$ cat src/rtl/lsi_pkg.sv
// ----------------------------------------------------------------------------
// lsi_pkg
// Shared constants and types of the Lagrange segment interpolator: field
// widths, register indexes, reset values and saturation limits.
// ----------------------------------------------------------------------------
`default_nettype none

package lsi_pkg;

	localparam int NODE_REGS     = 6;
	localparam int MAX_NODES_DEF = 6;

	localparam int TIME_W     = 24;
	localparam int SAMPLE_W   = 32;
	localparam int NODE_W     = 16;
	localparam int ORDER_W    = 3;
	localparam int CFG_IDX_W  = 3;
	localparam int CFG_DATA_W = 24;
	localparam int CNT_W      = 4;

	localparam int TAU_W = 29;
	localparam int W_W   = 32;
	localparam int NQ_W  = 18;

	localparam int DIV_STEPS   = 4;
	localparam int TAU_QW      = 29;
	localparam int W_QW        = 33;
	localparam int TAU_DIV_LAT = (TAU_QW + DIV_STEPS - 1) / DIV_STEPS;
	localparam int W_DIV_LAT   = (W_QW + DIV_STEPS - 1) / DIV_STEPS;

	localparam logic [CFG_IDX_W-1:0] REG_ORDER   = 3'd0;
	localparam logic [CFG_IDX_W-1:0] REG_SEG_LEN = 3'd1;
	localparam logic [CFG_IDX_W-1:0] REG_NODE0   = 3'd2;

	localparam logic [ORDER_W-1:0] ORDER_RST   = 3'd1;
	localparam logic [TIME_W-1:0]  SEG_LEN_RST = 24'd65536;
	localparam logic signed [NODE_W-1:0] NODE_RST [NODE_REGS] =
		'{-16'sd16384, 16'sd16384, 16'sd0, 16'sd0, 16'sd0, 16'sd0};

	localparam logic signed [W_W-1:0] W_ONE = 32'sh0100_0000;
	localparam logic signed [W_W-1:0] W_MAX = 32'sh7fff_ffff;
	localparam logic signed [W_W-1:0] W_MIN = 32'sh8000_0000;

	localparam logic signed [TAU_W-1:0] TAU_MAX = 29'sh0fff_ffff;
	localparam logic signed [TAU_W-1:0] TAU_MIN = 29'sh1000_0000;

	typedef struct packed {
		logic signed [TAU_W-1:0]        tau;
		logic [NODE_REGS*SAMPLE_W-1:0]  smp;
	} glb_t;

	typedef struct packed {
		logic signed [W_W-1:0] w_old;
		logic                  neg;
		logic                  ovf;
		logic                  act;
	} wsb_t;

endpackage

`default_nettype wire

$ cat src/rtl/lsi_div.sv
// ----------------------------------------------------------------------------
// lsi_div
// Pipelined restoring divider, a few quotient bits per stage, with a side
// band that travels along with the operands.
// ----------------------------------------------------------------------------
`default_nettype none

module lsi_div #(
	parameter int QW  = 33,
	parameter int RW  = 18,
	parameter int SBW = 1
) (
	input  logic           clk,
	input  logic           en,
	input  logic [RW-1:0]  rem_init,
	input  logic [QW-1:0]  num,
	input  logic [RW-1:0]  den,
	input  logic [SBW-1:0] sb_in,
	output logic [QW-1:0]  quo,
	output logic [SBW-1:0] sb_out
);
	import lsi_pkg::*;

	localparam int NS = (QW + DIV_STEPS - 1) / DIV_STEPS;
	localparam int AW = RW + QW;

	logic [AW-1:0]  acc_s [NS];
	logic [SBW-1:0] sb_s  [NS];

	// one restoring step: remainder in the top, quotient shifts into the bottom
	function automatic logic [AW-1:0] div_step(input logic [AW-1:0] a, input logic [RW-1:0] d);
		logic [RW:0] t;
		logic [RW:0] diff;
		t    = a[AW-1:QW-1];
		diff = t - {1'b0, d};
		if (t >= {1'b0, d}) begin
			return {diff[RW-1:0], a[QW-2:0], 1'b1};
		end
		return {t[RW-1:0], a[QW-2:0], 1'b0};
	endfunction

	for (genvar s = 0; s < NS; s++) begin : g_stage
		localparam int FIRST = s * DIV_STEPS;
		localparam int NSTEP = (QW - FIRST < DIV_STEPS) ? (QW - FIRST) : DIV_STEPS;

		logic [AW-1:0]  src;
		logic [AW-1:0]  nxt;
		logic [SBW-1:0] sb_src;

		if (s == 0) begin : g_first
			assign src    = {rem_init, num};
			assign sb_src = sb_in;
		end else begin : g_next
			assign src    = acc_s[s-1];
			assign sb_src = sb_s[s-1];
		end

		always_comb begin
			nxt = src;
			for (int k = 0; k < NSTEP; k++) begin
				nxt = div_step(nxt, den);
			end
		end

		always_ff @(posedge clk) begin
			if (en) begin
				acc_s[s] <= nxt;
				sb_s[s]  <= sb_src;
			end
		end
	end

	assign quo    = acc_s[NS-1][QW-1:0];
	assign sb_out = sb_s[NS-1];

endmodule

`default_nettype wire
$ cat config.mk
export PLATFORM = sky130hd
export DESIGN_NAME = lsi_div
export DESIGN_NICKNAME = d
export VERILOG_FILES = /design/src/rtl/lsi_pkg.sv /design/src/rtl/lsi_div.sv
export SDC_FILE = /design/constraint.sdc
export NUM_CORES = 2
export LEC_CHECK = 0
export ABC_CLOCK_PERIOD_IN_PS = 16900
export BUFFER_PORTS_ARGS = -buffer_cell sky130_fd_sc_hd__buf_2
export CAP_MARGIN = 40
export CELL_PAD_IN_SITES_DETAIL_PLACEMENT = 0
export CELL_PAD_IN_SITES_GLOBAL_PLACEMENT = 1
export CORE_MARGIN = 2
export CORE_UTILIZATION = 30
export CTS_CLUSTER_SIZE = 20
export DETAILED_ROUTE_END_ITERATION = 8
export PLACE_DENSITY = 0.63
export SYNTH_ARGS = -nofsm -noshare
export SYNTH_HDL_FRONTEND = slang
export SYNTH_SLANG_ARGS = --single-unit
$ cat constraint.sdc
create_clock -name clk -period 16.9 [get_ports clk]
set_clock_uncertainty 0.2 [all_clocks]
set_input_delay 4.225 -clock clk [delete_from_list [all_inputs] [get_ports clk]]
set_output_delay 4.225 -clock clk [all_outputs]
set_load 0.02 [all_outputs]
-- Word level (Yosys, flattened, before mapping)
Memories as Yosys holds them, arrays and structs flattened.
Cells that the tools add are included.
- add/subtract/negate cells: 33
- multiply operators: 0
- divide/modulo/power cells: 0
- magnitude comparators: 33
- equal/unequal tests: 0
- shifts and indexed selects: 0
- muxes and demuxes: 101
- bitwise operators: 0
- reductions and logical operators: 0
- operators with widths (kind ; count):
    51-bit 2-to-1 mux ; 66
    19-bit by 18-bit >= comparator with 1-bit output ; 33
    18-bit subtractor ; 33
    1-bit 2-to-1 mux ; 35
- flip-flop bits (word level): 0
- latch bits: 0
- RAM bits: 468
- memory bits (read-only): 0
- input port bits: 72
- word-level logic and storage cells: 169
- memories kept: 2
- memories (name ; words ; width ; read ports ; clocked after Yosys merged registers in ; wr ports ; RTL line ; text):
    acc_s ; 9 ; 51 ; 9 ; 0 ; 9 ; lsi_div.sv:27 ; logic [AW-1:0] acc_s [NS];
    sb_s ; 9 ; 1 ; 9 ; 0 ; 9 ; lsi_div.sv:28 ; logic [SBW-1:0] sb_s [NS];

-- Longest topological paths before layout
- depth after elaboration: 12
- depth in mapped cells: 54
- mapped depth without buffers: 49

-- Worst setup path after synthesis
Ideal clock, no wire load.
- path kind: input to register
- from: input den[1]
- to: memory acc_s[0][350] (netlist name) (data pin)
- library setup time: 261 ps
- arrival: 15449 ps
- required time: 16439 ps
- path slack: 990 ps
- stages on the path: 50
- path buffers: 7
- cell sequence: inv_1 ha_1 nor2b_1 o31a_1 o31a_1 o211ai_1 a22o_1 clkbuf_1 clkbuf_1 mux2_2 ha_1 o21a_1 o31ai_1 a21oi_1 a41oi_1 a221oi_1 nor3b_1 a21oi_1 [14 not listed] clkbuf_1 buf_1 nor2_1 a21oi_1 ha_1 nor2b_1 o21ai_0 a21oi_1 o21ai_0 a21oi_1 a2111oi_0 nor3_1 o22ai_1 nand3_1 nand2_1 inv_1 clkbuf_1 a221o_1
- RTL lines (what ; RTL line ; text):
    from (decl) ; lsi_div.sv:17 ; input logic [RW-1:0] den,
    to (decl) ; lsi_div.sv:27 ;

==> summary.txt <==
Status
  • Outcome: finished, final reports clean

Die
  • Die ar.: between 150,000 and 200,000 um^2
  • Die Wd: between 400 and 500 um
  • Core Area: 156,400 um^2
  • IO Pins: 106
  • Die span in y: roughly 400 um
  • Initial Utilization: a little under a third
  • Std-Cell Rows: 145

Timing
  • Period utilisation layout: 93.53%
  • Final Hold Slack: about 0.21 ns
  • RSZ-0062 raised after global routing: false
  • Fin. Hold Viols: 0
  • Maximum clock rate: about 63 MHz
  • Slew of the pin with the lowest slew margin: 0.8847 ns
  • Period minus WS final: 15.81 ns
  • Slew Viols, Final: 0
  • Slew headroom: 41.02%
  • Setup TNS: 0 ns
  • Endpoints failing setup: 0

Synth
  • EDFF count, synth: 450
  • Cells after synthesis: 5,184
  • Post-Syn Area: 47,350 um^2
  • Ys async rst share: 0%
  • Sequential area share after synthesis: 28.54%
  • Netlist cell types: a little under 90
  • Share of the synthesized area in the top cell type: between 20% and 30%
  • Synthesized area per cell: 9.133 um^2
  • Syn. warnings: 0
  • Most used DFF post-synth: edfxtp_1
  • Largest cells by area after synthesis: edfxtp_1 29%, ha_1 16%, xnor2_1 5.2%
  • Seq cells post-synth: 450
  • Top cell type by total area after synthesis: edfxtp_1
  • Syn nets: about 5,900

Global routing
  • Pin count of the biggest net entering global routing: 123
  • Initial antenna violation count: 4
  • Vias in the first global route: 39,470
  • First-pass GRT wire length: between 200,000 and 250,000 um
  • GRT Total Usage: roughly 19%
  • Global route overflow: 0

Clock network
  • # resized after CTS: 0
  • Clk_lat worst skew: ~0.70 ns
  • Clock buffer depth: 3
  • CTS Buf Count: 67
  • CTS Sinks: 450
  • Post-CTS setup buffer count: 0
  • TritonCTS clock tree: built
  • Clock root cell: clkbuf_16
  • Cts hold-fix bufs: 0
  • CTS HTree Levels: 3
  • Clock-pin transition on the worst setup and hold timing paths: roughly 0.060 ns

Setup path
  • WS Path Type: in2reg
  • Worst path required time: around 17 ns
  • Worst reg-to-reg path cell count: 39
  • Worst reg2reg endpoint: acc_s[0][394]$_DFFE_PP_
  • Slack of the worst reg-to-reg path: around 4.6 ns
  • CP max FO: 25
  • Arr. time, crit path: between 15 and 20 ns
  • CP startpoint kind: input pin
  • R2r startpoint: acc_s[0][344]$_DFFE_PP_
  • CP max-delay cell: or2_2
  • CP most frequent cell: a21oi_1
  • CP peak stage delay: roughly 0.61 ns
  • CP endpoint kind: flip-flop

Layout
  • Finished Cell Area: ~53,000 um^2
  • Layout area overhead: 12.57%
  • Finished Core Util: about 34%
  • Post-layout nets: roughly 6,100
  • Share of layout cells above drive strength 1: 11.13%

Place
  • Placed wire-length estimate: between 100,000 and 150,000 um
  • Gpl congestion: approximately 0.91
  • DP Area: ~51,000 um^2
  • Port Buffers: roughly 110

Drt
  • Drt first pass iters: 7
  • Routed length per instance: ~21 um
  • Drt drc: 0
  • Initial DRC count: around 2,700
  • Vias: 40,430
  • Antenna Nets Post-Route: 0
  • Final wirelength: ~160,000 um
  • Vias/cell: 5.408

Flow run
  • # Max-Cap Violations: 0

Min path
  • Worst Hold Depth: 0
  • Hold EP: acc_s[0][230]$_DFFE_PP_
  • Hold crit path type: reg2reg
  • Hold Crit Start: acc_s[0][175]$_DFFE_PP_
## per-layer routing
| metal | routed length (um) | global-route usage (%) |
|---|---|---|
| met5 | 12 | 0 |
| met2 | 72370 | 31.53 |
| met1 | 74600 | 26.31 |
| met3 | 6083 | 2.115 |
| met4 | 4711 | 6.236 |
## worst max path at each step
| stage | slack (ns) | startpoint | endpoint | cells after the start |
|---|---|---|---|---|
| 2_1_floorplan | 0.99 | den[1] | acc_s[0][350]$_DFFE_PP_ | 50 |
| 3_3_place_gp | 0.72 | den[1] | acc_s[0][302]$_DFFE_PP_ | 48 |
| 3_5_place_dp | 0.52 | den[1] | acc_s[0][394]$_DFFE_PP_ | 43 |
| 4_1_cts | 1.27 | den[1] | acc_s[0][394]$_DFFE_PP_ | 43 |
| 5_1_grt | 0.32 | den[1] | acc_s[0][402]$_DFFE_PP_ | 45 |
| 6_report | 1.09 | den[1] | acc_s[0][394]$_DFFE_PP_ | 43 |
## cells by family (layout without fill, tap and decap cells)
family / Yosys count / count (layout) / synth area share [%]
xor+xnor: 430 / 430 / 7.955
fa+ha+maj: 626 / 626 / 17.05
compound gates: 1675 / 1675 / 23.19
mux: 247 / 247 / 5.653
buf+inv: 413 / 646 / 3.576
simple gates: 1343 / 1343 / 14.03
other cells: 0 / 1 / 0
flops: 450 / 450 / 28.54
## critical path: cells and delay by family
family / cells / cell delay, ns
AOI/OAI and AO/OA: 28 / 7.41
and+or+nand+nor: 4 / 1.13
adders and majority gates: 4 / 1.39
buffers and inverters: 6 / 1.39
muxes: 1 / 0.44
## stage by stage
step,worst slack [ns],std cells
after floorplan,0.9897,5184
after global placement,0.7212,7354
after detailed placement,0.5203,7357
after CTS,1.267,7475
after global routing,0.3235,7475
final,1.093,7476
## cell usage after synthesis (84+ instances only)
library cell	instances
nor2_1	332
edfxtp_1	450
a21oi_1	437
mux2_2	163
inv_1	276
o21a_1	89
a21o_1	195
mux2i_1	84
o21ai_0	376
ha_1	594
nand3_1	91
xnor2_1	282
nand2_1	336
nor3_1	98
nor2b_1	112
xor2_1	148
## cell usage in the layout, fill, tap and decap left out, types with 38 or more instances in the layout
| cell | n |
|---|---|
| ha_1 | 594 |
| edfxtp_1 | 450 |
| a21oi_1 | 436 |
| o21ai_0 | 376 |
| nand2_1 | 336 |
| nor2_1 | 332 |
| xnor2_1 | 282 |
| inv_1 | 259 |
| a21o_1 | 195 |
| mux2_2 | 163 |
| xor2_1 | 148 |
| buf_4 | 133 |
| nor2b_1 | 112 |
| buf_2 | 103 |
| nor3_1 | 97 |
| nand3_1 | 91 |
| o21a_1 | 89 |
| mux2i_1 | 83 |
| nand4_1 | 79 |
| nand2b_1 | 79 |
| clkbuf_16 | 68 |
| o21bai_1 | 55 |
| a211oi_1 | 52 |
| a221o_1 | 50 |
| and3_1 | 46 |
| a31oi_1 | 46 |
| o31ai_1 | 38 |
## flip-flops by register name, indices dropped and copies added (netlist names)
register,cells
acc_s,441
sb_s,9
## layout make-up
type	instances	area, um^2
tap	2058	2575
timing repair buffer	247	1737
antenna	1	2.502
sequential	450	13510
clock inverter	44	495.5
multi-input combinational	4321	32190
clock buffer	74	1724
fill	16100	103100
inverter	281	1056
Power is left out: the tool's default activity adds up to more than one toggle a clock period on the data nets, which glitch-free logic cannot reach.
